<file path="src/rtl/core/bca_pkg.sv">
// Shared types, constants and helper functions of the bitmap chunk allocator.
// Used by every module under rtl/core; depends on nothing else.
package bca_pkg;

  localparam int MAX_CHUNKS    = 256;
  localparam int HEADER_BYTES  = 4;

  localparam int BITMAP_BYTES  = (MAX_CHUNKS + 7) / 8;
  localparam int BYTE_SEL_W    = $clog2(BITMAP_BYTES);
  localparam int BYTE_CNT_W    = $clog2(BITMAP_BYTES + 1);
  localparam int COUNT_W       = 9;
  localparam int INDEX_W       = 8;
  localparam int OFFSET_W      = 24;
  localparam int CHUNK_BYTES_W = 16;
  localparam int STRIDE_W      = CHUNK_BYTES_W + 1;
  localparam int PROD_W        = INDEX_W + STRIDE_W;
  localparam int STATUS_W      = 2;

  localparam int CFG_INDEX_W   = 2;
  localparam int CFG_DATA_W    = 16;

  localparam int QUEUE_DEPTH   = 2;
  localparam int QPTR_W        = $clog2(QUEUE_DEPTH);
  localparam int QCNT_W        = $clog2(QUEUE_DEPTH + 1);

  localparam logic [CFG_INDEX_W-1:0] REG_CHUNK_BYTES   = CFG_INDEX_W'(0);
  localparam logic [CFG_INDEX_W-1:0] REG_CHUNKS_IN_USE = CFG_INDEX_W'(1);

  localparam logic [CHUNK_BYTES_W-1:0] CHUNK_BYTES_RESET = CHUNK_BYTES_W'(64);
  localparam logic [COUNT_W-1:0]       CHUNKS_RESET      = COUNT_W'(256);
  localparam logic [7:0]               BYTE_ALL_FREE     = 8'hff;

  typedef enum logic [0:0] {
    OP_ALLOC = 1'b0,
    OP_FREE  = 1'b1
  } op_t;

  typedef enum logic [STATUS_W-1:0] {
    STAT_OK     = 2'd0,
    STAT_FULL   = 2'd1,
    STAT_RANGE  = 2'd2,
    STAT_DOUBLE = 2'd3
  } status_t;

  typedef struct packed {
    op_t                 op;
    logic [OFFSET_W-1:0] offset;
  } item_t;

  typedef struct packed {
    status_t             status;
    logic [INDEX_W-1:0]  index;
    logic [OFFSET_W-1:0] offset;
  } result_t;

  // Handshake between the input queue and the executing back end.
  typedef struct packed {
    logic  empty;
    item_t head;
  } front_out_t;

  // Position of the lowest set bit; an all-zero byte gives seven.
  function automatic logic [2:0] lowest_bit(input logic [7:0] b);
    logic [2:0] pos;
    pos = 3'd7;
    for (int i = 6; i >= 0; i--) begin
      if (b[i]) begin
        pos = 3'(i);
      end
    end
    return pos;
  endfunction

endpackage

</file>
<file path="src/rtl/core/bca_front.sv">
// Front end of the chunk allocator: accepts request words, decodes the
// operation and holds them in a short queue for the back end. Uses bca_pkg.
module bca_front (
  input  logic                         clk,
  input  logic                         rst,
  input  logic                         push,
  output logic                         full,
  input  logic                         op,
  input  logic [bca_pkg::OFFSET_W-1:0] free_offset,
  input  logic                         deq,
  output bca_pkg::front_out_t          fout
);
  import bca_pkg::*;

  item_t               slots [QUEUE_DEPTH];
  logic [QPTR_W-1:0]   wr_ptr;
  logic [QPTR_W-1:0]   rd_ptr;
  logic [QCNT_W-1:0]   cnt;
  logic                do_push;
  logic                do_pop;
  item_t               item_in;

  assign full    = (cnt == QCNT_W'(QUEUE_DEPTH));
  assign do_push = push && !full;
  assign do_pop  = deq && (cnt != '0);

  always_comb begin
    item_in.op     = op ? OP_FREE : OP_ALLOC;
    // The offset only matters to a free; an allocate carries zero.
    item_in.offset = op ? free_offset : '0;
  end

  always_ff @(posedge clk) begin
    if (do_push) begin
      slots[wr_ptr] <= item_in;
    end
  end

  always_ff @(posedge clk) begin
    if (rst) begin
      wr_ptr <= '0;
      rd_ptr <= '0;
      cnt    <= '0;
    end else begin
      if (do_push) begin
        wr_ptr <= wr_ptr + QPTR_W'(1);
      end
      if (do_pop) begin
        rd_ptr <= rd_ptr + QPTR_W'(1);
      end
      if (do_push && !do_pop) begin
        cnt <= cnt + QCNT_W'(1);
      end else if (do_pop && !do_push) begin
        cnt <= cnt - QCNT_W'(1);
      end
    end
  end

  assign fout.empty = (cnt == '0);
  assign fout.head  = slots[rd_ptr];

endmodule

</file>
<file path="src/rtl/core/bca_div.sv">
// Restoring divider, one quotient bit per cycle, used to turn a payload offset
// into a chunk index. Uses bca_pkg for widths.
module bca_div (
  input  logic                         clk,
  input  logic                         rst,
  input  logic                         start,
  input  logic [bca_pkg::OFFSET_W-1:0] dividend,
  input  logic [bca_pkg::STRIDE_W-1:0] divisor,
  output logic                         done,
  output logic [bca_pkg::OFFSET_W-1:0] quotient
);
  import bca_pkg::*;

  localparam int STEP_W = $clog2(OFFSET_W);

  logic                busy;
  logic [STEP_W-1:0]   step;
  logic [OFFSET_W-1:0] dvd;
  logic [STRIDE_W-1:0] rem;
  logic [STRIDE_W:0]   trial;
  logic [STRIDE_W:0]   diff;
  logic                ge;

  assign trial = {rem, dvd[OFFSET_W-1]};
  assign diff  = trial - {1'b0, divisor};
  assign ge    = (trial >= {1'b0, divisor});

  always_ff @(posedge clk) begin
    if (start) begin
      dvd <= dividend;
      rem <= '0;
    end else if (busy) begin
      dvd <= {dvd[OFFSET_W-2:0], ge};
      rem <= ge ? diff[STRIDE_W-1:0] : trial[STRIDE_W-1:0];
    end
  end

  always_ff @(posedge clk) begin
    if (rst) begin
      busy <= 1'b0;
      step <= '0;
      done <= 1'b0;
    end else begin
      done <= 1'b0;
      if (start) begin
        busy <= 1'b1;
        step <= '0;
      end else if (busy) begin
        step <= step + STEP_W'(1);
        if (step == STEP_W'(OFFSET_W - 1)) begin
          busy <= 1'b0;
          done <= 1'b1;
        end
      end
    end
  end

  // After the last step the shifted dividend holds the quotient.
  assign quotient = dvd;

endmodule

</file>
<file path="src/rtl/core/bca_back.sv">
// Back end of the chunk allocator: owns the free bitmap, runs the allocate
// scan and the free check, and queues result words. Uses bca_pkg and bca_div.
module bca_back (
  input  logic                         clk,
  input  logic                         rst,
  input  bca_pkg::front_out_t          fout,
  output logic                         deq,
  input  logic [bca_pkg::STRIDE_W-1:0] stride,
  input  logic [bca_pkg::COUNT_W-1:0]  count,
  input  logic                         pop,
  output logic                         empty,
  output logic [bca_pkg::STATUS_W-1:0] status,
  output logic [bca_pkg::INDEX_W-1:0]  chunk_index,
  output logic [bca_pkg::OFFSET_W-1:0] chunk_offset
);
  import bca_pkg::*;

  typedef enum logic [5:0] {
    S_IDLE  = 6'b000001,
    S_SCAN  = 6'b000010,
    S_MUL   = 6'b000100,
    S_ADD   = 6'b001000,
    S_DIV   = 6'b010000,
    S_CHECK = 6'b100000
  } state_t;

  state_t                state;
  logic [7:0]            bitmap [BITMAP_BYTES];
  logic [BYTE_CNT_W-1:0] byte_ix;
  logic [BYTE_CNT_W-1:0] nbytes;
  logic [INDEX_W-1:0]    idx;
  logic [PROD_W-1:0]     prod;
  logic [OFFSET_W-1:0]   quot_q;

  logic                  div_start;
  logic                  div_done;
  logic [OFFSET_W-1:0]   quot;

  logic [7:0]            scan_byte;
  logic [2:0]            scan_pos;
  logic [BYTE_SEL_W-1:0] free_sel;
  logic [2:0]            free_bit;
  logic                  out_of_range;

  result_t               res_slots [QUEUE_DEPTH];
  logic [QPTR_W-1:0]     res_wr;
  logic [QPTR_W-1:0]     res_rd;
  logic [QCNT_W-1:0]     res_cnt;
  logic                  res_push;
  result_t               res_in;
  logic                  res_pop;

  bca_div u_div (
    .clk      (clk),
    .rst      (rst),
    .start    (div_start),
    .dividend (fout.head.offset),
    .divisor  (stride),
    .done     (div_done),
    .quotient (quot)
  );

  assign nbytes       = count[COUNT_W-1:3];
  assign scan_byte    = bitmap[byte_ix[BYTE_SEL_W-1:0]];
  assign scan_pos     = lowest_bit(scan_byte);
  assign free_sel     = quot_q[BYTE_SEL_W+2:3];
  assign free_bit     = quot_q[2:0];
  assign out_of_range = (quot_q >= OFFSET_W'(count));

  // A new word is taken only when the result queue can absorb its result.
  assign deq       = (state == S_IDLE) && !fout.empty && (res_cnt < QCNT_W'(QUEUE_DEPTH));
  assign div_start = deq && (fout.head.op == OP_FREE);

  always_comb begin
    res_push = 1'b0;
    res_in   = '{status: STAT_OK, index: '0, offset: '0};
    case (state)
      S_SCAN: begin
        if (byte_ix == nbytes) begin
          res_push      = 1'b1;
          res_in.status = STAT_FULL;
        end
      end
      S_ADD: begin
        res_push      = 1'b1;
        res_in.index  = idx;
        res_in.offset = prod[OFFSET_W-1:0] + OFFSET_W'(HEADER_BYTES);
      end
      S_CHECK: begin
        res_push = 1'b1;
        if (out_of_range) begin
          res_in.status = STAT_RANGE;
        end else begin
          res_in.index  = quot_q[INDEX_W-1:0];
          res_in.status = bitmap[free_sel][free_bit] ? STAT_DOUBLE : STAT_OK;
        end
      end
      default: begin
        res_push = 1'b0;
      end
    endcase
  end

  always_ff @(posedge clk) begin
    if (rst) begin
      state   <= S_IDLE;
      byte_ix <= '0;
      for (int i = 0; i < BITMAP_BYTES; i++) begin
        bitmap[i] <= BYTE_ALL_FREE;
      end
    end else begin
      case (state)
        S_IDLE: begin
          byte_ix <= '0;
          if (deq) begin
            state <= (fout.head.op == OP_FREE) ? S_DIV : S_SCAN;
          end
        end
        S_SCAN: begin
          if (byte_ix == nbytes) begin
            state <= S_IDLE;
          end else if (scan_byte != '0) begin
            bitmap[byte_ix[BYTE_SEL_W-1:0]][scan_pos] <= 1'b0;
            state <= S_MUL;
          end else begin
            byte_ix <= byte_ix + BYTE_CNT_W'(1);
          end
        end
        S_MUL: begin
          state <= S_ADD;
        end
        S_ADD: begin
          state <= S_IDLE;
        end
        S_DIV: begin
          if (div_done) begin
            state <= S_CHECK;
          end
        end
        S_CHECK: begin
          if (!out_of_range) begin
            bitmap[free_sel][free_bit] <= 1'b1;
          end
          state <= S_IDLE;
        end
        default: begin
          state <= S_IDLE;
        end
      endcase
    end
  end

  always_ff @(posedge clk) begin
    if (state == S_SCAN) begin
      idx <= {byte_ix[BYTE_SEL_W-1:0], scan_pos};
    end
    if (state == S_MUL) begin
      prod <= PROD_W'(idx) * PROD_W'(stride);
    end
    if (div_done) begin
      quot_q <= quot;
    end
  end

  // Result queue; it lets the back end finish while the receiver stalls.
  assign res_pop = pop && !empty;
  assign empty   = (res_cnt == '0);

  always_ff @(posedge clk) begin
    if (res_push) begin
      res_slots[res_wr] <= res_in;
    end
  end

  always_ff @(posedge clk) begin
    if (rst) begin
      res_wr  <= '0;
      res_rd  <= '0;
      res_cnt <= '0;
    end else begin
      if (res_push) begin
        res_wr <= res_wr + QPTR_W'(1);
      end
      if (res_pop) begin
        res_rd <= res_rd + QPTR_W'(1);
      end
      if (res_push && !res_pop) begin
        res_cnt <= res_cnt + QCNT_W'(1);
      end else if (res_pop && !res_push) begin
        res_cnt <= res_cnt - QCNT_W'(1);
      end
    end
  end

  assign status       = res_slots[res_rd].status;
  assign chunk_index  = res_slots[res_rd].index;
  assign chunk_offset = res_slots[res_rd].offset;

endmodule

</file>
<file path="src/rtl/core/bitmap_chunk_allocator.sv">
// Bitmap chunk allocator, one managed block of up to MAX_CHUNKS chunks.
//
// Request channel: push/full. Each word carries op (allocate or free) and
// free_offset; it enters a two-entry queue whenever full is low.
// Result channel: empty/pop. While empty is low the oldest result word is on
// status, chunk_index and chunk_offset; pop takes it. Two result words can
// wait, so a stalled receiver backs up into the request queue and then full.
// Configuration: cfg_valid/cfg_ready with cfg_index and cfg_data. Index 0 sets
// the chunk payload size, index 1 the number of chunks; other indexes are
// dropped. cfg_ready is always high; writes belong to idle periods.
// Processing: an allocate scans the bitmap one byte per cycle and takes the
// first byte that has a free chunk, then multiplies the index by the stride
// and adds the header to form the offset; a full bitmap answers once all
// count/8 bytes are scanned. A free runs the bit-serial divider, then the
// range check and bitmap update. One request is worked on at a time; the
// next one is taken once the back end is idle again and the result queue
// has room.
// Reset (synchronous, active high) marks every chunk free, restores the
// register defaults and empties both queues.
module bitmap_chunk_allocator (
  input  logic                            clk,
  input  logic                            rst,
  input  logic                            push,
  output logic                            full,
  input  logic                            op,
  input  logic [bca_pkg::OFFSET_W-1:0]    free_offset,
  output logic                            empty,
  input  logic                            pop,
  output logic [bca_pkg::STATUS_W-1:0]    status,
  output logic [bca_pkg::INDEX_W-1:0]     chunk_index,
  output logic [bca_pkg::OFFSET_W-1:0]    chunk_offset,
  input  logic                            cfg_valid,
  output logic                            cfg_ready,
  input  logic [bca_pkg::CFG_INDEX_W-1:0] cfg_index,
  input  logic [bca_pkg::CFG_DATA_W-1:0]  cfg_data
);
  import bca_pkg::*;

  logic [CHUNK_BYTES_W-1:0] chunk_bytes;
  logic [COUNT_W-1:0]       chunks_in_use;
  logic [STRIDE_W-1:0]      stride;
  logic [COUNT_W:0]         rounded;
  logic [COUNT_W-1:0]       count;
  front_out_t               fout;
  logic                     deq;

  assign cfg_ready = 1'b1;

  always_ff @(posedge clk) begin
    if (rst) begin
      chunk_bytes   <= CHUNK_BYTES_RESET;
      chunks_in_use <= CHUNKS_RESET;
    end else if (cfg_valid && cfg_ready) begin
      case (cfg_index)
        REG_CHUNK_BYTES:   chunk_bytes   <= cfg_data;
        REG_CHUNKS_IN_USE: chunks_in_use <= cfg_data[COUNT_W-1:0];
        default: begin
        end
      endcase
    end
  end

  // A zero payload size behaves as one byte.
  assign stride = ((chunk_bytes == '0) ? STRIDE_W'(1) : STRIDE_W'(chunk_bytes))
                  + STRIDE_W'(HEADER_BYTES);

  // Chunk count rounded up to whole bitmap bytes and limited to the bitmap.
  always_comb begin
    rounded      = {1'b0, chunks_in_use} + (COUNT_W+1)'(7);
    rounded[2:0] = 3'b000;
    if (rounded > (COUNT_W+1)'(BITMAP_BYTES * 8)) begin
      count = COUNT_W'(BITMAP_BYTES * 8);
    end else begin
      count = rounded[COUNT_W-1:0];
    end
  end

  bca_front u_front (
    .clk         (clk),
    .rst         (rst),
    .push        (push),
    .full        (full),
    .op          (op),
    .free_offset (free_offset),
    .deq         (deq),
    .fout        (fout)
  );

  bca_back u_back (
    .clk          (clk),
    .rst          (rst),
    .fout         (fout),
    .deq          (deq),
    .stride       (stride),
    .count        (count),
    .pop          (pop),
    .empty        (empty),
    .status       (status),
    .chunk_index  (chunk_index),
    .chunk_offset (chunk_offset)
  );

endmodule

</file>
<file path="config.mk">
export PLATFORM = sky130hd
export DESIGN_NAME = bitmap_chunk_allocator
export DESIGN_NICKNAME = d
export VERILOG_FILES = /design/src/rtl/core/bca_pkg.sv /design/src/rtl/core/bca_front.sv /design/src/rtl/core/bca_div.sv /design/src/rtl/core/bca_back.sv /design/src/rtl/core/bitmap_chunk_allocator.sv
export SDC_FILE = /design/constraint.sdc
export NUM_CORES = 1
export LEC_CHECK = 0
export ABC_AREA = 1
export BUFFER_PORTS_ARGS = -buffer_cell sky130_fd_sc_hd__buf_2
export CAP_MARGIN = 20
export CORE_MARGIN = 2
export CORE_UTILIZATION = 40
export DETAILED_ROUTE_END_ITERATION = 10
export PLACE_DENSITY = 0.6
export REMOVE_ABC_BUFFERS = 1
export SLEW_MARGIN = 40
export SYNTH_ARGS = -nofsm -noshare
export SYNTH_HDL_FRONTEND = slang
export SYNTH_SLANG_ARGS = --single-unit
</file>
<file path="constraint.sdc">
create_clock -name clk -period 15.6 [get_ports clk]
set_clock_uncertainty 0.15 [all_clocks]
set_input_delay 3.9 -clock clk [delete_from_list [all_inputs] [get_ports clk]]
set_output_delay 3.9 -clock clk [all_outputs]
set_load 0.05 [all_outputs]
</file>
==> results of run 1 <==
[power breakdown]
part,switching [W],leakage (nW),internal (W)
Clock,0.000599,0.911,0.000773
Combinational,0.000616,9.08,0.000316
Sequential,0.0000646,4.30,0.00169
[placed cells by master, fill, tap and decap left out, drive strengths merged, types with 9 or more instances in the layout]
cell	Yosys	final
edfxtp	454	454
nand3	566	566
clkinv	4	30
fa	90	90
nor2	352	352
mux2	34	34
or2	10	10
nor3	21	21
buf	137	122
nand4	18	18
xor2	37	37
xnor2	20	20
inv	331	331
mux2i	23	23
o22ai	58	58
ha	73	73
a21oi	133	133
dfxtp	81	81
o21ai	230	230
clkbuf	151	74
o211ai	31	31
nor4	9	9
nand2	1205	1205
[metal layers]
layer / wire (µm) / global-route usage, %
met5: 0 / 0
met4: 3840 / 9.53
met3: 6960 / 3.02
met2: 44100 / 35.1
met1: 41600 / 29.7
[logic make-up after synthesis]
| logic type | after synthesis |
|---|---|
| flops | 535 |
| fa+ha+maj | 163 |
| other cells | 1 |
| mux | 57 |
| compound gates | 480 |
| buf+inv | 623 |
| simple gates | 2193 |
| xor+xnor | 57 |
[per-stage QoR]
stage                     power [W]  hold WS, ns  instances  area [µm²]  utilization [%]
final                       0.00406        0.298       5184       36700             43.8
after global routing        0.00427        0.308       5184       36700             43.8
after CTS                   0.00408        0.299       5184       36600             43.8
after detailed placement    0.00271        0.284       5077       34700             41.5
after global placement      0.00270        0.281       5075       34600             41.4
after floorplan             0.00248        0.277       3821       32400                -
[path summary, 6_finish.rpt]
| path | startpoint | endpoint | slack (ns) | cells past startpoint |
|---|---|---|---|---|
| min | u_back.u_div.quotient[22]$_DFFE_PP_ | u_back.quot_q[22]$_DFFE_PP_ | 0.30 | 0 |
| min reg2reg | u_back.u_div.quotient[22]$_DFFE_PP_ | u_back.quot_q[22]$_DFFE_PP_ | 0.30 | 0 |
| max reg2reg | chunk_bytes[4]$_SDFFE_PP0P_ | u_back.prod[23]$_DFFE_PP_ | 9.26 | 24 |
| max | rst | u_back.bitmap[0][2]$_SDFFCE_PN1P_ | 9.14 | 10 |
[registers in the layout, summed over array words and instances, names as in the netlist, 5 cells and up, named ones only]
register / flops
u_back.res_slots: 68
u_back.bitmap: 256
chunks_in_use: 9
u_back.state: 6
u_back.byte_ix: 6
u_back.idx: 8
chunk_bytes: 16
u_back.u_div.step: 5
u_front.slots: 50
u_back.prod: 24
u_back.quot_q: 24
u_back.u_div.quotient: 24
u_back.u_div.rem: 17
[layout make-up]
class / instances / area, µm²
fill: 8177 / 47000
sequential: 535 / 15300
clock inverter: 33 / 324
tap: 1134 / 1420
clock buffer: 74 / 1550
inverter: 335 / 1290
multi-input combinational: 2951 / 16100
timing repair buffer: 122 / 751
[worst reg2reg max path: cells and delay by family (launching register included)]
family / cells / cell delay, ns
and+or+nand+nor: 13 / 1.99
DFF: 1 / 0.40
xor gates and xnor gates: 2 / 0.84
AOI/OAI and AO/OA: 1 / 0.06
adders and majority gates: 5 / 2.45
buffers and inverters: 3 / 0.18
==> qor.csv, run 1 <==
metric,value,unit
status,"complete, no violations",
arrival,6.64,ns
cp-start-kind,input port,
netlist_top_cells_count,"1195 x nand2_1, 564 x nand3_1, 454 x edfxtp_1",
grt_pass1_vias,26379,
critPathKind,input port to register,
port_buffers,83,
period_share,41.4,%
grt_remaining_overflow,0,
synth_edf_count,454,
gp_congestion,0.965,
antennaDiodeCount,0,
ios,85,
cts_resized,0,
synth-compound-area-share,7.85,%
finalHoldViolCount,0,
cts_sinks,535,
grt_pass1_wl,150000,µm
setup_tns,0,ns
via_per_inst,5.44,
min_period,6.46,ns
yosys.area.top_type,edfxtp_1,
fmax,155,MHz
die-area,87000,µm²
antenna_found_initial,0,
netlist_area,33800,µm²
tritoncts,yes,
drive_above_1_share,8.44,%
clk_path_buf_depth,3,
layout.nets,4215,
die_h,295,µm
post-route-drc-count,0,
path_cells,buf_2 > nor2_4 > inv_12 > nand3_1 > nor2_1 > nand2_1 > nand2_1 > buf_4 > nand2_1 > nand2_1,
synthMuxAreaShare,1.81,%
hold_class,register to register,
core_area,83700,µm²
crit_slowest_cell,nand2_1,
post-dp-hpwl,61100,µm
root_buffer,clkbuf_16,
synth_area_leaders,"edfxtp_1 40%, nand2_1 13%, nand3_1 8.3%, fa_1 5.3%, dfxtp_1 4.8%",
critPathTopFamily,simple AND/OR/NAND/NOR gates,
clock_latency,0.66,ns
end_kind,register,
track_usage,21.9,%
wirelength,96400,µm
leakage,14.3,nW
synth_top_area_share,40.3,%
synth_flop_cell,edfxtp_1,
num_rows,106,
drt_iter0_drc,3067,
cap_violations,0,
worst_pin_slew,0.840,ns
initial_core_util,40.4,%
die_w,295,µm
finalWorstSetupSlack,9.14,ns
drtAntennaViolNets,0,
yosysMostFrequentCell,nand2_1,
max_slew_margin,43.8,%
drv_slew,0,
vias,28198,
synthXorXnorAreaFrac,1.47,%
cp_num_buf_inv,3,
ys_warn_count,0,
avgRoutedWirePerCell,18.6,µm
cts_setup_buffers,0,
synth-simple-area-share,27.9,%
cts_inserted_buffers,59,
syn_inst,4109,
synth.avg_cell_area,8.24,µm²
synth_top_family_by_area,simple AND/OR/NAND/NOR gates,
crit_required,15.78,ns
path_clk_slew,0.06,ns
rsz0062_at_grt,no,
hold_buffers,0,
grt_max_degree,166,
cpMostUsedCell,nand2_1,
crit_path_max_fanout,165,
slowest_delay,0.60,ns
areaGrowthSynthToFinish,8.29,%
vdd_ir_drop_max,0.105,mV
htree_levels,2,
synthAdderAreaFrac,8.02,%
pre_cts_ws,8.58,ns
cellPowerDensity,111,nW/µm²
firstDrtPassIters,6,
synth.distinct_cells,58,
yosys_register_bits,535,
async_reset_ff_share,0,%
yosysSeqAreaShare,45.1,%
setup_viol,0,
(Power assumes the default switching activity.)
==> inputs of run 2 (changes only) <==
- ABC_AREA: 1 -> 0
- clock period: 15.6 -> 6.7 ns (I/O delays scaled with it)
==> qor.csv, run 2 <==
metric,value,unit,change
status,"complete, no violations",,
hold_start,u_back.u_div.quotient[10]$_DFFE_PP_,,
final_common_cell,edfxtp_1,,
track_usage,21.6,%,-0.34 points
timing.rr.start,chunk_bytes[2]$_SDFFE_PP0P_,,
hold_class,register to register,,
cap_violations,0,,unchanged
core_area,83600,µm²,-0.16%
tritoncts,yes,,
crit_required,6.96,ns,-8.82 ns
initial_core_util,40.3,%,-0.13 points
avgRoutedWirePerCell,23.1,µm,+24%
ys_warn_count,0,,unchanged
vdd_ir_drop_max,0.241,mV,+130%
largest_register_ffs,256,,unchanged
drtAntennaViolNets,0,,unchanged
yosysMostFrequentCell,edfxtp_1,,
synth_area_leaders,"edfxtp_1 40%, mux4_2 9.1%, fa_1 5.3%, dfxtp_1 4.8%, a21o_1 4.4%",,
largest-register,u_back.bitmap,,
antenna_found_initial,4,,+4
clock_latency,0.67,ns,about the same
netlist_area,33700,µm²,-0.48%
drv_slew,0,,unchanged
root_buffer,clkbuf_16,,
antennaDiodeCount,0,,unchanged
critPathKind,register to register,,
die-area,86500,µm²,-0.48%
synth_edf_count,454,,unchanged
synth.distinct_cells,94,,+62%
leakage,12.4,nW,-13%
cellPowerDensity,247,nW/µm²,+120%
gp_congestion,0.937,,-3.0%
port_buffers,83,,unchanged
mostFrequentLayoutCells,"454 x edfxtp_1, 377 x nand2_1, 197 x a21o_1",,
cts_inserted_buffers,59,,unchanged
synth_top_area_share,40.5,%,+0.20 points
path_clk_slew,0.06,ns,about the same
max_slew_margin,40.4,%,-3.4 points
async_reset_ff_share,0,%,unchanged
grt_pass1_vias,23734,,-10%
power.total,0.00919,W,+130%
htree_levels,2,,unchanged
cts_setup_buffers,0,,unchanged
cp-start-kind,register,,
ios,85,,unchanged
yosys.area.top_type,edfxtp_1,,
areaGrowthSynthToFinish,10.2,%,
yosys_register_bits,535,,unchanged
post-route-util,44.4,%,+0.64 points
crit_path_max_fanout,8,,-95%
crit_start,chunk_bytes[2]$_SDFFE_PP0P_,,
finalHoldViolCount,0,,unchanged
fmax,156,MHz,
grt_pass1_wl,145000,µm,-3.3%
post-route-drc-count,0,,unchanged
worst_pin_slew,0.893,ns,+0.0531 ns
die_h,294,µm,-0.24%
clk_path_buf_depth,3,,unchanged
drive_above_1_share,17.6,%,+9.1 points
firstDrtPassIters,5,,-1
yosysSeqAreaShare,45.3,%,+0.22 points
grt_remaining_overflow,0,,unchanged
top_regs,"u_back.bitmap (256), u_back.res_slots (68), u_front.slots (50)",,
drt_iter0_drc,2698,,-12%
setup_tns,0,ns,unchanged
synth_flop_cell,edfxtp_1,,
netlist_top_cells_count,"454 x edfxtp_1, 377 x nand2_1, 197 x a21o_1",,
synth.avg_cell_area,11.3,µm²,+37%
cts_sinks,535,,unchanged
syn_inst,2978,,-28%
via_per_inst,5.91,,+8.7%
vias,24146,,-14%
end_kind,register,,
arrival,6.68,ns,+0.04 ns
layout.nets,3170,,-25%
wirelength,94400,µm,-2.1%
min_period,6.42,ns,
num_rows,106,,unchanged
hold_buffers,0,,unchanged
grt_max_degree,98,,-41%
setup_viol,0,,unchanged
period_share,95.8,%,
post-dp-hpwl,67600,µm,+11%
die_w,294,µm,-0.24%
## run 2: cell types whose count changed after synthesis, moves of 50 or more
| cell | delta |
|---|---|
| mux2i_1 | +82 |
| nor2b_1 | +117 |
| o21ai_0 | -112 |
| nand3_1 | -525 |
| inv_1 | -192 |
| o22ai_1 | -50 |
| buf_4 | -54 |
| nand2_1 | -818 |
| nor2_1 | -172 |
| a21o_1 | +191 |
| mux4_2 | +136 |
| and2_1 | +63 |
## run 2: power by group
part / internal (W) / total [W] / switching (W)
Combinational: 0.000827 / 0.00197 / 0.00115
Clock: 0.00172 / 0.00311 / 0.00140
Sequential: 0.00393 / 0.00410 / 0.000176
## run 2: kinds of logic (layout without fill, tap and decap cells)
| logic type | Yosys count | in the layout | synth area share (%) |
|---|---|---|---|
| muxes | 291 | 291 | 14.0 |
| adders and majority gates | 163 | 163 | 8.06 |
| DFF | 535 | 535 | 45.3 |
| xor gates and xnor gates | 67 | 67 | 1.74 |
| and+or+nand+nor | 943 | 943 | 13.7 |
| other | 1 | 1 | 0.0111 |
| AOI/OAI and AO/OA | 607 | 607 | 12.6 |
| buffers and inverters | 371 | 398 | 4.63 |
## run 2: worst paths after layout
| kind | slack, ns | endpoint | cells after the start |
|---|---|---|---|
| worst min register to register | 0.30 | u_back.quot_q[10]$_DFFE_PP_ | 0 |
| worst max-delay path | 0.28 | u_back.prod[22]$_DFFE_PP_ | 26 |
| worst max register to register | 0.28 | u_back.prod[22]$_DFFE_PP_ | 26 |
| worst min-delay path | 0.30 | u_back.quot_q[10]$_DFFE_PP_ | 0 |
## run 2: layout make-up
cell class | instances | area [µm²]
clock buffers | 76 | 1550
flip-flops and latches | 535 | 15300
repair buffers | 158 | 1080
clock inverters | 31 | 268
fillers | 7643 | 46400
well taps | 1080 | 1350
inverters | 133 | 499
multi-input cells | 2072 | 17100
## run 2: repair_timing
action                                  4_1_cts  5_1_grt
endpoints found under the setup margin        0        4
endpoints found under the hold margin         0        0
gates resized for setup                       0       13
## run 2: stage by stage
step                      area, µm²  setup slack (ns)  hold WS [ns]  cells
final                         37100             0.280         0.299   4085
after global routing          37100           -0.0334         0.309   4085
after detailed placement      35200             0.145         0.287   3977
after floorplan               32600             -5.05         0.276   2740
after global placement        35100             0.252         0.287   3971
after CTS                     37000             0.114         0.300   4084
## run 2: critical path, stage by stage, from the launching register on
cell       delay, ns
dfxtp_2         0.34
inv_1           0.06
ha_1            0.16
nor4b_2         0.27
nand4_1         0.15
and2_1          0.20
nand2_1         0.10
nor3_2          0.05
buf_4           0.15
xnor2_1         0.22
buf_4           0.21
nor2b_1         0.07
fa_1            0.50
fa_1            0.45
fa_1            0.56
inv_1           0.06
fa_1            0.53
inv_1           0.04
ha_1            0.31
a21oi_1         0.17
nor2b_1         0.09
a41o_1          0.20
a21o_1          0.19
a2111oi_1       0.39
nor2b_1         0.12
o41ai_2         0.32
xnor2_1         0.09
## run 2: per-layer routing
metal  vias up  global-route usage (%)  routed length [µm]
met5         -                       0                  56
met4         4                    5.30                2150
met3       150                    3.80                7950
met2      1066                    33.3               42400
met1     12091                    31.5               41900
li1      10835                       -                   -
